==> src/hdl/rnsq_pkg.sv <==
// Shared widths, register codes and stage types of the hit test block.
package rnsq_pkg;

    localparam int COORD_WIDTH    = 16;
    localparam int TRIG_FRAC_BITS = 14;
    localparam int TRIG_WIDTH     = TRIG_FRAC_BITS + 2;

    localparam int DIFF_W = COORD_WIDTH + 1;          // point minus center
    localparam int PROD_W = DIFF_W + TRIG_WIDTH;      // one rotation product
    localparam int XY_W   = PROD_W + 2;               // doubled rotated coordinate
    localparam int CMP_W  = PROD_W + 4;               // headroom for x-y and 2h terms

    localparam int IN_TDATA_W  = ((2 * COORD_WIDTH + 7) / 8) * 8;
    localparam int OUT_TDATA_W = 8;

    localparam int CFG_IDX_W  = 4;
    localparam int CFG_DATA_W = (COORD_WIDTH > TRIG_WIDTH) ? COORD_WIDTH : TRIG_WIDTH;

    localparam int FIFO_DEPTH = 4;
    localparam int FIFO_AW    = $clog2(FIFO_DEPTH);
    localparam int CNT_W      = $clog2(FIFO_DEPTH + 1);

    typedef enum logic [CFG_IDX_W-1:0] {
        REG_CENTER_X    = 4'd0,
        REG_CENTER_Y    = 4'd1,
        REG_COS_ANGLE   = 4'd2,
        REG_SIN_ANGLE   = 4'd3,
        REG_SIDE_LENGTH = 4'd4,
        REG_NOTCH_SIZE  = 4'd5,
        REG_UPPER_CUT   = 4'd6,
        REG_LOWER_CUT   = 4'd7
    } cfg_idx_t;

    // Four rotation products of one point, as queued between front and back.
    typedef struct packed {
        logic signed [PROD_W-1:0] dx_c;
        logic signed [PROD_W-1:0] dy_s;
        logic signed [PROD_W-1:0] dy_c;
        logic signed [PROD_W-1:0] dx_s;
    } prod_t;

    // Figure geometry as seen by the back end.
    typedef struct packed {
        logic [COORD_WIDTH-1:0] side_length;
        logic [COORD_WIDTH-1:0] notch_size;
        logic [COORD_WIDTH-1:0] upper_corner_cut;
        logic [COORD_WIDTH-1:0] lower_corner_cut;
    } shape_t;

endpackage

==> src/hdl/rnsq_back.sv <==
// Back end: sums the products and tests the rotated point against the figure.
module rnsq_back (
    input  logic            aclk,
    input  logic            aresetn,
    input  logic            q_valid,
    input  rnsq_pkg::prod_t q_data,
    output logic            pop,
    input  rnsq_pkg::shape_t shape,
    output logic            m_tvalid,
    input  logic            m_tready,
    output logic            inside_res
);
    import rnsq_pkg::*;

    logic                    a_valid_reg;
    logic signed [XY_W-1:0]  x_reg, y_reg;
    logic signed [XY_W-1:0]  sum_x, sum_y;
    logic                    out_valid_reg;
    logic                    inside_reg, inside_next;
    logic                    out_load, a_load;

    logic signed [CMP_W-1:0] x, y, h, n_half, n_full, u_full, l_full;
    logic                    out_sq, in_notch, in_upper, in_lower;

    // two-stage pipeline with ready chained back from the output register
    assign out_load = !out_valid_reg || m_tready;
    assign a_load   = !a_valid_reg || out_load;
    assign pop      = q_valid && a_load;

    always_comb begin
        sum_x = XY_W'(q_data.dx_c) + XY_W'(q_data.dy_s);
        sum_y = XY_W'(q_data.dy_c) - XY_W'(q_data.dx_s);
    end

    // working scale 2^(F+1): H is side/2
    always_comb begin
        x      = CMP_W'(x_reg);
        y      = CMP_W'(y_reg);
        h      = CMP_W'(shape.side_length)      <<< TRIG_FRAC_BITS;
        n_half = CMP_W'(shape.notch_size)       <<< TRIG_FRAC_BITS;
        n_full = CMP_W'(shape.notch_size)       <<< (TRIG_FRAC_BITS + 1);
        u_full = CMP_W'(shape.upper_corner_cut) <<< (TRIG_FRAC_BITS + 1);
        l_full = CMP_W'(shape.lower_corner_cut) <<< (TRIG_FRAC_BITS + 1);

        out_sq   = (x > h) || (x < -h) || (y > h) || (y < -h);
        in_notch = (x > h - n_full) && (y > -n_half) && (y < n_half);
        in_upper = (x <= u_full - h) && (y >= h - u_full) &&
                   ((x - y) < u_full - (h <<< 1));
        in_lower = (x <= l_full - h) && (y <= l_full - h) &&
                   ((x + y) < l_full - (h <<< 1));

        inside_next = !(out_sq || in_notch || in_upper || in_lower);
    end

    always_ff @(posedge aclk) begin
        if (!aresetn) begin
            a_valid_reg   <= 1'b0;
            out_valid_reg <= 1'b0;
        end else begin
            if (a_load) begin
                a_valid_reg <= q_valid;
            end
            if (out_load) begin
                out_valid_reg <= a_valid_reg;
            end
        end
    end

    always_ff @(posedge aclk) begin
        if (pop) begin
            x_reg <= sum_x <<< 1;
            y_reg <= sum_y <<< 1;
        end
        if (out_load && a_valid_reg) begin
            inside_reg <= inside_next;
        end
    end

    assign m_tvalid   = out_valid_reg;
    assign inside_res = inside_reg;

endmodule

==> config.mk <==
export PLATFORM = sky130hd
export DESIGN_NAME = rnsq_back
export DESIGN_NICKNAME = d
export VERILOG_FILES = /design/src/hdl/rnsq_pkg.sv /design/src/hdl/rnsq_back.sv
export SDC_FILE = /design/constraint.sdc
export NUM_CORES = 1
export LEC_CHECK = 0
export BUFFER_PORTS_ARGS = -buffer_cell sky130_fd_sc_hd__buf_2
export CAP_MARGIN = 10
export CORE_MARGIN = 1
export CORE_UTILIZATION = 55
export CTS_BUF_LIST = sky130_fd_sc_hd__clkbuf_4
export CTS_CLUSTER_DIAMETER = 100
export DETAILED_ROUTE_END_ITERATION = 8
export PLACE_DENSITY = 0.76
export SYNTH_ARGS = -nofsm -noshare
export SYNTH_HDL_FRONTEND = slang
export SYNTH_SLANG_ARGS = --single-unit
==> constraint.sdc <==
create_clock -name aclk -period 8.1 [get_ports aclk]
set_input_delay 0.405 -clock aclk [delete_from_list [all_inputs] [get_ports aclk]]
set_output_delay 0.405 -clock aclk [all_outputs]
set_load 0.01 [all_outputs]
==> flow_summary.json <==
{
  "run_status": "complete, no violations",
  "start_kind": "flip-flop",
  "fin_nets": 3138,
  "layout.area.seq_um2": 2110,
  "grt_pass1_vias": 17100,
  "starting_density_of_the_core_pct": 55.9,
  "cts.hold.buffers_added": 0,
  "numPortBuffers": 202,
  "cts_sinks": 71,
  "drv_cap": 0,
  "die_width_um": 184,
  "grt_pass1_wl_mm": 86.1,
  "synthesized_nets": 2944,
  "r2r.worst_path.cells": 18,
  "avgRoutedWirePerCell_um": 19.1,
  "core_region_area_um2": 32500,
  "largest_net_degree_at_the_start_of_global_routing": 56,
  "most_used_cells_in_the_layout_excluding_fill_and_tap_cells": "sky130_fd_sc_hd__ha_1, sky130_fd_sc_hd__inv_1, sky130_fd_sc_hd__a21oi_1",
  "cts_max_path_buffers": 2,
  "critPathRequiredTime_ns": 8.34,
  "wirelength_mm": 55.4,
  "finish_stage_setup_viols": 0,
  "setup-tns-final_ns": 0,
  "cts.clk_slew.worst_paths_ns": 0.13,
  "yosysSeqAreaShare_pct": 11.6,
  "worst_hold_path_type": "input port to flip-flop",
  "fill_count": 2973,
  "syn2layout_area_growth_pct": 9.08,
  "finalWeightedCongestion": 0.977,
  "route.detailed.vias_per_inst": 6.13,
  "finalHoldViolCount": 0,
  "cell_area_after_layout_um2": 19900,
  "reg2reg_setup_slack_ns": 2.59,
  "critical_path.max_fanout": 5,
  "placement_rows": 66,
  "placed_area_um2": 19700,
  "finalCritPeriodShare_pct": 68.0,
  "tritoncts.num_buffers": 9,
  "dieArea_um2": 33800,
  "synth-edff-count": 69,
  "skew_ns": 0.0301,
  "synth_flop_cell": "sky130_fd_sc_hd__edfxtp_1",
  "worst_ir_drop_vdd_v": 0.0000987,
  "crit_path_cell_trace": "ha_1, nor4bb_1, o31ai_1, a31oi_1, o2111ai_1, a31oi_1, nor3_2, o21ai_2, o31ai_2, a21oi_1, o41ai_1, ha_1, nand2b_1, a2111oi_0, o221ai_1, a22oi_1, nor4bb_1, a211oi_1",
  "min_delay_path_depth": 2,
  "rsz0062_at_grt": "false",
  "crit_arrival_ns": 5.75,
  "drt_first_pass_iters": 5,
  "slowest_stage": "sky130_fd_sc_hd__a2111oi_0",
  "synthesis.instances": 2253,
  "slew-limit-headroom_pct": 31.1,
  "synth_async_sr_flop_share_pct": 0,
  "tritoncts_clock_tree": "built",
  "antenna_violations_before_repair": 2,
  "drt_first_iter_violations": 1291,
  "clock-root-buffer": "sky130_fd_sc_hd__clkbuf_4",
  "worstSkewPairLatency_ns": 0.48,
  "multi_input_area_um2": 15200,
  "grt_remaining_overflow": 0,
  "synth.distinct_cells": 78,
  "postSynthRegisterBits": 71,
  "final_max_slew_viol_count": 0,
  "htree_num_levels": 3,
  "tightest_slew_ns": 1.02,
  "mostFrequentLayoutCell": "sky130_fd_sc_hd__ha_1",
  "worst-setup-path-type": "flip-flop to flip-flop",
  "mappedNetlistArea_um2": 18200,
  "max_freq_ghz": 0.182,
  "place_hpwl_mm": 47.2,
  "synth.yosys.warnings": 0,
  "die-height_um": 184,
  "drc": 0,
  "worstSetupEndpointType": "flip-flop",
  "post_route_cells_drive_above_1_share_pct": 9.95,
  "power.static_leakage_nw": 9.97,
  "grt.total_usage_pct": 32.5,
  "ctsResizeCount": 0,
  "timing.final.crit_period_ns": 5.51,
  "worst_path_largest_cell_delay_ns": 0.55,
  "per_instance_average_area_after_synthesis_um2": 8.08,
  "power.density_nw_per_um2": 147,
  "num_vias": 17700,
  "route.antenna.remaining_nets": 0,
  "post_cts_setup_buffer_count": 0,
  "io-pin-count": 203
}
-- final timing paths --
check         startpoint     endpoint
max             x_reg[3]   inside_res
min              aresetn     m_tvalid
max reg2reg     x_reg[3]   inside_res
min reg2reg  a_valid_reg  a_valid_reg
-- area by class of cell --
class / instances / area share, %
clock inverters: 4 / 0.233
well taps: 442 / 2.79
flip-flops and latches: 71 / 10.6
multi-input cells: 1950 / 76.7
inverters: 210 / 3.97
repair buffers: 205 / 5.21
clock buffers: 12 / 0.454
diodes: 1 / 0.0126
-- cell families (layout without fill, tap and decap cells) --
family | Yosys count | in the layout | synth area share (%)
buf+inv | 232 | 431 | 4.79
mux | 3 | 3 | 0.165
xor+xnor | 183 | 183 | 8.81
fa+ha+maj | 491 | 491 | 34.1
simple gates | 608 | 608 | 17.0
flops | 71 | 71 | 11.6
other cells | 0 | 1 | 0
compound gates | 665 | 665 | 23.6
-- power by group --
part | total [mW] | internal (mW) | switching, mW
combinational | 2.07 | 0.901 | 1.17
sequential | 0.608 | 0.475 | 0.133
clock | 0.235 | 0.103 | 0.132
total | 2.91 | 1.48 | 1.43
-- critical path: cells and delay by family, from the launching register on --
kind | cells | cell delay [ns]
compound gates | 12 | 3.45
fa+ha+maj | 2 | 0.64
flops | 1 | 0.45
simple gates | 4 | 0.73
-- synth_stat cells (44+ instances only) --
| master | n | area (um2) |
|---|---|---|
| sky130_fd_sc_hd__edfxtp_1 | 69 | 2070 |
| sky130_fd_sc_hd__a21o_1 | 115 | 863 |
| sky130_fd_sc_hd__xor2_1 | 52 | 455 |
| sky130_fd_sc_hd__inv_1 | 209 | 785 |
| sky130_fd_sc_hd__xnor2_1 | 131 | 1150 |
| sky130_fd_sc_hd__nand2_1 | 107 | 402 |
| sky130_fd_sc_hd__o21ai_0 | 125 | 626 |
| sky130_fd_sc_hd__nand3_1 | 62 | 310 |
| sky130_fd_sc_hd__nor2b_1 | 53 | 332 |
| sky130_fd_sc_hd__ha_1 | 483 | 6040 |
| sky130_fd_sc_hd__a21oi_1 | 207 | 1040 |
| sky130_fd_sc_hd__nor2_1 | 148 | 556 |
| sky130_fd_sc_hd__nor3_1 | 44 | 220 |
| sky130_fd_sc_hd__nand4_1 | 54 | 338 |
-- metal layers --
metal  share of wire (%)  global-route usage (%)  wire [um]
met1                  46                    43.3      25300
met5                   0                       0          0
met4                 3.3                    12.3       1860
met2                  45                    54.6      24900
met3                 6.0                    2.38       3300
-- per-stage QoR --
step	setup WS (ns)	utilization (%)	cells	power (mW)	hold WS, ns
6_report	2.59	61.0	2895	2.91	0.147
5_1_grt	2.36	61.0	2895	3.17	0.143
4_1_cts	2.84	61.0	2894	2.88	0.130
3_5_place_dp	2.37	60.6	2878	2.63	0.577
3_3_place_gp	2.57	60.6	2878	2.57	0.558
2_1_floorplan	1.83	-	2253	2.05	0.472
Note: power is estimated with default switching activity, not from simulation.
